### src/rtl/b64d_pkg.sv
package b64d_pkg;

  localparam int SYM_W   = 8;
  localparam int LEN_W   = 14;
  localparam int MAX_RES = 4;
  localparam int QDEPTH  = 3 * MAX_RES;
  localparam int QCW     = $clog2(QDEPTH + 1);

  localparam logic [LEN_W-1:0] CAP_RESET = LEN_W'(8192);
  localparam logic [LEN_W-1:0] LEN_MAX   = {LEN_W{1'b1}};

  typedef enum logic [1:0] {
    ST_OK         = 2'd0,
    ST_BAD_SYMBOL = 2'd1,
    ST_BAD_LENGTH = 2'd2,
    ST_NO_SPACE   = 2'd3
  } status_t;

  typedef struct packed {
    logic             is_pad;
    logic             is_bad;
    logic [5:0]       val;
  } sextet_t;

  typedef struct packed {
    logic [7:0]       data_byte;
    logic             eom;
    status_t          status;
    logic [LEN_W-1:0] len;
  } res_t;

  typedef struct packed {
    logic [2:0]       cnt;
    res_t [3:0]       ent;
  } push_t;

  function automatic sextet_t sextet_of(input logic [SYM_W-1:0] ch);
    sextet_t s;
    logic [7:0] d;
    s = '0;
    d = 8'h00;
    if (ch >= 8'h41 && ch <= 8'h5A) begin
      d = ch - 8'h41;
    end else if (ch >= 8'h61 && ch <= 8'h7A) begin
      d = ch - 8'h61 + 8'd26;
    end else if (ch >= 8'h30 && ch <= 8'h39) begin
      d = ch - 8'h30 + 8'd52;
    end else if (ch == 8'h2B) begin
      d = 8'd62;
    end else if (ch == 8'h2F) begin
      d = 8'd63;
    end else if (ch == 8'h3D) begin
      s.is_pad = 1'b1;
    end else begin
      s.is_bad = 1'b1;
    end
    s.val = d[5:0];
    return s;
  endfunction

endpackage

### src/rtl/b64d_resq.sv
module b64d_resq (
  input  logic          clk,
  input  logic          rst_n,
  input  b64d_pkg::push_t push,
  output logic          room,
  output logic          out_valid,
  input  logic          out_ready,
  output b64d_pkg::res_t  out_res
);
  import b64d_pkg::*;

  res_t           q_r   [QDEPTH];
  res_t           q_nxt [QDEPTH];
  logic [QCW-1:0] cnt_r;
  logic [QCW-1:0] cnt_nxt;
  logic [QCW-1:0] base;
  logic [QCW-1:0] off;
  logic           pop;

  assign out_valid = (cnt_r != '0);
  assign out_res   = q_r[0];
  // worst case: one word in the input register and one arriving
  assign room      = (cnt_r <= QCW'(QDEPTH - 2 * MAX_RES));

  always_comb begin
    pop  = out_valid && out_ready;
    base = cnt_r - QCW'(pop);
    off  = '0;
    for (int i = 0; i < QDEPTH; i++) begin
      q_nxt[i] = q_r[i];
      if (QCW'(i) < base) begin
        if (pop) begin
          q_nxt[i] = q_r[(i + 1) % QDEPTH];
        end
      end else begin
        off = QCW'(i) - base;
        if (off < QCW'(push.cnt)) begin
          q_nxt[i] = push.ent[off[1:0]];
        end
      end
    end
    cnt_nxt = base + QCW'(push.cnt);
  end

  always_ff @(posedge clk) begin
    if (!rst_n) begin
      cnt_r <= '0;
    end else begin
      cnt_r <= cnt_nxt;
    end
  end

  always_ff @(posedge clk) begin
    for (int i = 0; i < QDEPTH; i++) begin
      q_r[i] <= q_nxt[i];
    end
  end

  a_cnt_bound: assert property (@(posedge clk) disable iff (!rst_n)
    cnt_r <= QCW'(QDEPTH))
    else $error("result queue count out of range");

  a_no_overrun: assert property (@(posedge clk) disable iff (!rst_n)
    (({1'b0, base} + (QCW + 1)'(push.cnt)) <= (QCW + 1)'(QDEPTH)))
    else $error("result queue overrun");

  a_pop_moves: assert property (@(posedge clk) disable iff (!rst_n)
    (out_valid && out_ready && cnt_r > QCW'(1)) |=> (q_r[0] == $past(q_r[1])))
    else $error("result queue did not advance");

endmodule

### src/rtl/b64d_core.sv
module b64d_core #(
  parameter int MAX_OUTPUT = 8192
) (
  input  logic                        clk,
  input  logic                        rst_n,
  input  logic                        in_valid,
  input  logic                        room,
  input  logic [b64d_pkg::SYM_W-1:0]  in_symbol,
  input  logic                        in_last_symbol,
  input  logic                        cfg_we,
  input  logic [b64d_pkg::LEN_W-1:0]  cfg_wdata,
  output b64d_pkg::push_t             push
);
  import b64d_pkg::*;

  localparam logic [LEN_W-1:0] MAX_LIM =
    (MAX_OUTPUT > int'(LEN_MAX)) ? LEN_MAX : LEN_W'(MAX_OUTPUT);

  logic [SYM_W-1:0] sym_r;
  logic             last_r;
  logic             inv_r;
  logic [LEN_W-1:0] cap_r;
  logic [1:0]       pos_r, pos_nxt;
  logic [5:0]       h0_r, h0_nxt;
  logic [5:0]       h1_r, h1_nxt;
  logic [5:0]       h2_r, h2_nxt;
  logic             tip_r, tip_nxt;
  logic [LEN_W-1:0] emit_r, emit_nxt;
  status_t          err_r, err_nxt;
  logic             pads_r, pads_nxt;
  sextet_t          sx;
  logic [1:0]       dcnt;
  logic [1:0]       qcnt;
  logic [LEN_W-1:0] limit;
  logic [LEN_W:0]   sum;
  logic [1:0]       pos_inc;
  status_t          end_st;

  always_ff @(posedge clk) begin
    if (!rst_n) begin
      inv_r <= 1'b0;
    end else begin
      inv_r <= in_valid && room;
    end
  end

  always_ff @(posedge clk) begin
    if (in_valid && room) begin
      sym_r  <= in_symbol;
      last_r <= in_last_symbol;
    end
  end

  always_comb begin
    sx       = sextet_of(sym_r);
    limit    = (cap_r > MAX_LIM) ? MAX_LIM : cap_r;
    pos_nxt  = pos_r;
    h0_nxt   = h0_r;
    h1_nxt   = h1_r;
    h2_nxt   = h2_r;
    tip_nxt  = tip_r;
    emit_nxt = emit_r;
    err_nxt  = err_r;
    pads_nxt = pads_r;
    dcnt     = 2'd0;
    qcnt     = 2'd0;
    sum      = '0;
    pos_inc  = pos_r + 2'd1;
    end_st   = ST_OK;
    push     = '0;
    if (inv_r) begin
      if (err_r == ST_OK && !pads_r) begin
        unique case (pos_r)
          2'd0, 2'd1: begin
            if (sx.is_pad || sx.is_bad) begin
              err_nxt = ST_BAD_SYMBOL;
            end else if (pos_r[0]) begin
              h1_nxt = sx.val;
            end else begin
              h0_nxt = sx.val;
            end
          end
          2'd2: begin
            if (sx.is_bad) begin
              err_nxt = ST_BAD_SYMBOL;
            end else if (sx.is_pad) begin
              tip_nxt = 1'b1;
            end else begin
              h2_nxt  = sx.val;
              tip_nxt = 1'b0;
            end
          end
          default: begin
            if (sx.is_bad) begin
              err_nxt = ST_BAD_SYMBOL;
            end else if (tip_r) begin
              if (sx.is_pad) qcnt = 2'd1;
              else err_nxt = ST_BAD_SYMBOL;
            end else if (sx.is_pad) begin
              qcnt = 2'd2;
            end else begin
              qcnt = 2'd3;
            end
            if (qcnt != 2'd0) begin
              sum = {1'b0, emit_r} + (LEN_W + 1)'(qcnt);
              if (sum > {1'b0, limit}) begin
                err_nxt = ST_NO_SPACE;
              end else begin
                dcnt = qcnt;
                push.ent[0].data_byte = {h0_r, h1_r[5:4]};
                push.ent[1].data_byte = {h1_r[3:0], h2_r[5:2]};
                push.ent[2].data_byte = {h2_r[1:0], sx.val};
                emit_nxt = sum[LEN_W-1:0];
                if (qcnt != 2'd3) pads_nxt = 1'b1;
              end
            end
            tip_nxt = 1'b0;
          end
        endcase
      end
      pos_nxt = pos_inc;
      // unused data slots are cleared to zero here; the queue also ignores them by count
      for (int i = 0; i < 3; i++) begin
        if (2'(i) >= dcnt) push.ent[i].data_byte = 8'h00;
      end
      push.cnt = {1'b0, dcnt};
      if (last_r) begin
        end_st = (pos_inc != 2'd0) ? ST_BAD_LENGTH : err_nxt;
        push.ent[dcnt].data_byte = 8'h00;
        push.ent[dcnt].eom       = 1'b1;
        push.ent[dcnt].status    = end_st;
        push.ent[dcnt].len       = emit_nxt;
        push.cnt = {1'b0, dcnt} + 3'd1;
        pos_nxt  = 2'd0;
        tip_nxt  = 1'b0;
        emit_nxt = '0;
        err_nxt  = ST_OK;
        pads_nxt = 1'b0;
      end
    end
  end

  always_ff @(posedge clk) begin
    if (!rst_n) begin
      cap_r  <= CAP_RESET;
      pos_r  <= 2'd0;
      tip_r  <= 1'b0;
      emit_r <= '0;
      err_r  <= ST_OK;
      pads_r <= 1'b0;
    end else begin
      if (cfg_we) cap_r <= cfg_wdata;
      pos_r  <= pos_nxt;
      tip_r  <= tip_nxt;
      emit_r <= emit_nxt;
      err_r  <= err_nxt;
      pads_r <= pads_nxt;
    end
  end

  always_ff @(posedge clk) begin
    h0_r <= h0_nxt;
    h1_r <= h1_nxt;
    h2_r <= h2_nxt;
  end

  a_pad_err_excl: assert property (@(posedge clk) disable iff (!rst_n)
    !(pads_r && err_r != ST_OK))
    else $error("padding and error both set");

  a_no_push_idle: assert property (@(posedge clk) disable iff (!rst_n)
    !inv_r |-> (push.cnt == 3'd0))
    else $error("result pushed without a word");

  a_end_clears: assert property (@(posedge clk) disable iff (!rst_n)
    (inv_r && last_r) |=> (pos_r == 2'd0 && emit_r == '0 && err_r == ST_OK))
    else $error("message state not cleared after last word");

endmodule

### src/rtl/base64_stream_decoder.sv
// Channel   Ports                                                  Width
// in        in_valid, in_ready, in_symbol, in_last_symbol          8 + 1
// out       out_valid, out_ready, out_data_byte, out_end_of_message,
//           out_status, out_decoded_length                         8 + 1 + 2 + 14
// cfg       cfg_we, cfg_wdata (output capacity)                    14
//
// One word accepted per cycle while in_ready; it passes the input register and queue.
// A word yields 0 to 4 results, drained one per cycle while out_ready is high.
// in_ready drops while the 12-entry result queue holds more than 4 results.
// rst_n is synchronous; capacity resets to 8192, message state to empty.
module base64_stream_decoder #(
  parameter int MAX_OUTPUT = 8192
) (
  input  logic                        clk,
  input  logic                        rst_n,
  input  logic                        in_valid,
  output logic                        in_ready,
  input  logic [b64d_pkg::SYM_W-1:0]  in_symbol,
  input  logic                        in_last_symbol,
  output logic                        out_valid,
  input  logic                        out_ready,
  output logic [7:0]                  out_data_byte,
  output logic                        out_end_of_message,
  output logic [1:0]                  out_status,
  output logic [b64d_pkg::LEN_W-1:0]  out_decoded_length,
  input  logic                        cfg_we,
  input  logic [b64d_pkg::LEN_W-1:0]  cfg_wdata
);
  import b64d_pkg::*;

  push_t push;
  res_t  head;
  logic  room;

  assign in_ready = room;

  b64d_core #(
    .MAX_OUTPUT(MAX_OUTPUT)
  ) u_core (
    .clk           (clk),
    .rst_n         (rst_n),
    .in_valid      (in_valid),
    .room          (room),
    .in_symbol     (in_symbol),
    .in_last_symbol(in_last_symbol),
    .cfg_we        (cfg_we),
    .cfg_wdata     (cfg_wdata),
    .push          (push)
  );

  b64d_resq u_resq (
    .clk      (clk),
    .rst_n    (rst_n),
    .push     (push),
    .room     (room),
    .out_valid(out_valid),
    .out_ready(out_ready),
    .out_res  (head)
  );

  assign out_data_byte      = head.data_byte;
  assign out_end_of_message = head.eom;
  assign out_status         = head.status;
  assign out_decoded_length = head.len;

endmodule

### config.mk
export PLATFORM = sky130hd
export DESIGN_NAME = base64_stream_decoder
export DESIGN_NICKNAME = d
export VERILOG_FILES = /design/src/rtl/b64d_pkg.sv /design/src/rtl/b64d_resq.sv /design/src/rtl/b64d_core.sv /design/src/rtl/base64_stream_decoder.sv
export SDC_FILE = /design/constraint.sdc
export NUM_CORES = 1
export LEC_CHECK = 0
export ABC_AREA = 1
export ABC_CLOCK_PERIOD_IN_PS = 9550
export BUFFER_PORTS_ARGS = -buffer_cell sky130_fd_sc_hd__buf_2
export CORE_MARGIN = 8
export CORE_UTILIZATION = 35
export DETAILED_ROUTE_END_ITERATION = 10
export MAX_ROUTING_LAYER = met4
export PLACE_DENSITY = 0.47
export SLEW_MARGIN = 5
export SYNTH_ARGS = -nofsm -noshare
export SYNTH_HDL_FRONTEND = slang
export SYNTH_SLANG_ARGS = --single-unit
### constraint.sdc
create_clock -name clk -period 9.55 [get_ports clk]
set_clock_uncertainty 0.2 [all_clocks]
set_input_delay 1.4325 -clock clk [delete_from_list [all_inputs] [get_ports clk]]
set_output_delay 1.4325 -clock clk [all_outputs]
set_load 0.01 [all_outputs]
# Word-level counts from Yosys, hierarchy flattened
# Memory sizes are Yosys's and may differ from the RTL's.
# Index checks and enable logic that the tools add are counted.
# Widths: inputs -> output; s select.
[op_classes]
addsub = 22
n_lt_le_gt_ge = 50
eq_ne = 10
muxes = 147
bitwise_logic = 4
n_reduce_logical = 24
[ops]
columns = ["operator", "n"]
rows = [
  ["$mux 25", 49],
  ["$bmux 25 s2", 12],
  ["$bwmux 100", 4],
  ["$mux 103", 2],
  ["$demux 25 s2", 4],
  ["$mux 8", 18],
  ["$mux 14", 8],
  ["$mux 2", 27],
  ["$lt 4x3->1", 12],
  ["$lt 2x3->1 const B", 13],
  ["$mux 6", 5],
  ["$eq 8x6->1 const B", 3],
  ["$mux 17", 1],
  ["$ge 8x7->1 const B", 2],
  ["$le 8x7->1 const B", 2],
  ["$lt 3x4->1 const A", 4],
  ["$lt 4x4->1 const A", 4],
  ["$mux 16", 1],
  ["$sub 3x4->4 const A", 4],
  ["$sub 4x4->4 const A", 4],
  ["$add 14x2->15", 1],
  ["$gt 15x14->1", 1],
  ["$reduce_and 5->1", 3],
  ["$gt 14x14->1 const B", 1],
  ["other kinds (37)", 72],
]
[totals]
reg_bits = 66
ramBits = 300
in_bits = 28
elab_cells = 271
n_memories = 1
[mem_list]
columns = ["name", "words", "word_bits", "read_ports", "rd_ports_with_merged_regs", "wr", "line_no", "rtl"]
rows = [
  ["u_resq.q_r", 12, 25, 12, 0, 12, "b64d_resq.sv:12", "res_t q_r [QDEPTH];"],
]

# Depth between registers and ports, before layout
[logic_depth]
depth_word = 34
depth_mapped = 43
ltp_nobuf = 42

# Cells and area by module
# Synthesis repeated with hierarchy kept, for this count alone.
[unflattened]
cells_unflattened = 2589
hier_area_um2 = 21190.3
[by_module_without_submodules]
columns = ["module", "n_inst", "cells_each", "area_per_inst_um2"]
rows = [
  ["b64d_resq", 1, 1882, 16398.2],
  ["b64d_core", 1, 707, 4792.1],
]

# Worst setup path after synthesis
# OpenSTA, ideal clock, no wires.
[synth_path]
kind = "register -> register"
start = "register, netlist name u_core.sym_r[2]"
end = "memory u_resq.q_r[1][25] in the netlist's numbering (enable)"
arrival_ns = 7.359
setup_slack_ns = 1.544
path_stages_with_launch = 38
path_buffers = 0
cell_sequence = "edfxtp_1 inv_1 ha_1 inv_1 nand2_1 nand2_1 nor2_4 inv_1 nand3_1 nand3b_1 nand2_1 o21a_1 inv_1 ha_1 inv_1 fa_1 nor2_1 nand2_1 (+2 left out) nand2_1 xor2_1 ha_1 nand2_1 inv_1 o21ai_0 nand3b_1 inv_1 nand2_1 nand2_4 nand3_1 ha_1 o22ai_1 inv_1 ha_1 a21oi_1 o21ai_0 o32ai_1"
[synth_lines]
columns = ["item", "line_no"]
rows = [
  ["to (decl)", "b64d_resq.sv:12"],
]

==> results.yml <==
outcome:
  status: "finished, final reports clean"
routing:
  viasPerCell: 5.16
  first_pass_iters: 6
  drt.antenna.violating_nets: 0
  drc: 0
  vias: 14300
  wl_um: 56800
  wire_per_inst_um: 20.5
  drtIter0Drc: 1201
clock_network:
  post-cts-setup-buffer-count: 0
  cts_sinks: 366
  cts_tree: "built"
  cts-resized-gates: 0
  hold_buffers: 0
  clock_latency_ns: 0.57
  ctsHtreeMaxLevel: 2
  cts_root_buffer: "clkbuf_16"
  cts-buffers-inserted: 42
  cts_buffer_depth: 3
  clkTransAtPathRegs_ns: 0.06
place:
  dp.cells: 2697
  hpwl_um: 39500
  gp_congestion: 0.894
  io_buffers: 54
synth:
  syn_inst: 2040
  ys.flop_type: "edfxtp_1"
  ys_warn_count: 0
  yosysMostFrequentCell: "nand2_1"
  ys_ff_latch: 366
  synth.distinct_cells: 51
  synth_top_area_share: 0.523
  synth_async_sr_flop_share: 0
  synth_area_leaders: "edfxtp_1 (52%), nand2_1 (12%), o21ai_0 (5.4%)"
  netlist_area_um2: 18800
  synth_fp_nets: 2130
  avgSynthCellArea_um2: 9.21
  seq_area_frac_synth: 0.564
  synthTopCellsByCount: "nand2_1 (618), edfxtp_1 (327), o21ai_0 (202)"
  synth_edf_count: 327
  synth_top_area_cell: "edfxtp_1"
timing:
  rsz0062_at_grt: "no"
  period_needed_ns: 7.70
  fin_crit_sh: 0.806
  finalSetupTns_ns: 0
  max-slew-margin-rel: 0.245
  setup_viol_count_final: 0
  max_freq_mhz: 130
  worstMarginPinSlew_ns: 1.13
  finalHoldViolCount: 0
  maxSlewViolCount: 0
layout:
  n_antenna_cell: 0
  fill_cells: 5365
  area_growth_pct: 11.4
  drive_above_1_share: 0.115
  nets: 2135
  final_cells: 2773
setup_path:
  crit_fanout: 21
  reg2regPathDepth: 41
  startpoint_type: "register"
  cpMaxStageDelayCell: "edfxtp_1"
  critPathCapture: "u_resq.q_r[2][41]"
  r2r-end: "u_resq.q_r[2][41]"
  end_kind: "register"
  cpMostUsedCell: "nand2_1"
  cp.required_ns: 9.58
  arrival_ns: 7.73
  criticalPathCategory: "register to register"
  crit_start: "u_core.sym_r[2]"
  reg2reg_slack_ns: 1.85
  reg2reg_from: "u_core.sym_r[2]"
  critPathMaxStageDelay_ns: 0.51
die:
  die_h_um: 248
  rows: 85
  dieArea_um2: 61400
  die_w_um: 248
  core-area_um2: 53500
  initial_core_util: 0.351
  io_pins: 55
global_routing:
  met3_usage: 0.0373
  antenna_found_initial: 0
  grt_pass1_vias: 14000
  grt_usage: 0.191
  use_met2: 0.286
  grt_util_met1: 0.265
  grt_max_degree: 46
  grt_overflow_total: 0
  grt_pass1_wl_um: 86500
  global_route.peak_usage_layer: "met2"
hold_path:
  hold_class: "register to register"
flow_run:
  maxCapViolCount: 0
[how the worst min path moves through the flow]
stage | from | endpoint | depth (start not counted)
after CTS | u_core.emit_r[13] | u_core.emit_r[13] | 2
after detailed placement | u_core.emit_r[13] | u_core.emit_r[13] | 2
after global placement | u_core.emit_r[13] | u_core.emit_r[13] | 2
after floorplan | u_core.emit_r[13] | u_core.emit_r[13] | 2
after global routing | u_core.emit_r[13] | u_core.emit_r[13] | 2
final | u_core.emit_r[13] | u_core.emit_r[13] | 2
[flip-flops by register name, indices dropped and copies added (netlist names)]
register / flops
u_resq.q_r: 300
u_core.cap_r: 14
u_core.emit_r: 14
u_core.sym_r: 8
u_core.h0_r: 6
u_core.h1_r: 6
u_core.h2_r: 6
u_resq.cnt_r: 4
u_core.err_r: 2
u_core.pos_r: 2
u_core.inv_r: 1
u_core.last_r: 1
u_core.pads_r: 1
u_core.tip_r: 1
[placed cells by master (no fill, tap or decap), drive strengths merged, types with 41 or more instances in the layout]
| cell type | instances |
|---|---|
| nand2 | 621 |
| buf | 85 |
| ha | 60 |
| or2 | 43 |
| a21oi | 41 |
| edfxtp | 327 |
| inv | 176 |
| nand3 | 138 |
| o21ai | 225 |
| nor2 | 112 |
| clkbuf | 53 |
[per-stage QoR]
stage           util  worst slack (ns)  area (µm²)  hold WS (ns)
2_1_floorplan      -              1.54       18800         0.245
3_3_place_gp   0.367              1.95       19600         0.257
3_5_place_dp   0.367              1.86       19600         0.267
4_1_cts        0.391              1.83       20900         0.275
5_1_grt        0.391              1.02       20900         0.283
6_report       0.391              1.85       20900         0.269
[layer usage]
layer  routed length (µm)  vias up
met4                 1090        0
met3                 3900       65
li1                     -     6861
met5                    0        -
met2                25100      445
met1                26700     6930
[worst max-delay path: cells and delay by family (launching register included)]
kind	cells	cell delay, ns
flops	1	0.51
xor+xnor	1	0.14
fa+ha+maj	6	1.81
compound gates	5	1.02
buf+inv	8	1.14
simple gates	21	2.49
[cell type report]
type                            instances  area, µm²  area share
Clock buffer                           53       1110      0.0532
Clock inverter                         23        175     0.00837
Inverter                              180        678      0.0324
Multi-Input combinational cell       1370       6990       0.334
Sequential cell                       366      10600       0.507
Tap cell                              696        871      0.0416
Timing Repair Buffer                   85        503      0.0240
[cell families (layout without fill, tap and decap cells)]
family | count (synthesis) | in the layout | share of synthesized area
xor+xnor | 24 | 24 | 0.0112
compound gates | 310 | 310 | 0.0886
fa+ha+maj | 62 | 62 | 0.0421
flops | 366 | 366 | 0.564
simple gates | 974 | 974 | 0.225
buf+inv | 304 | 341 | 0.0692
Power is left out: the tool's default activity adds up to more than one toggle a clock period on the data nets, which glitch-free logic cannot reach.
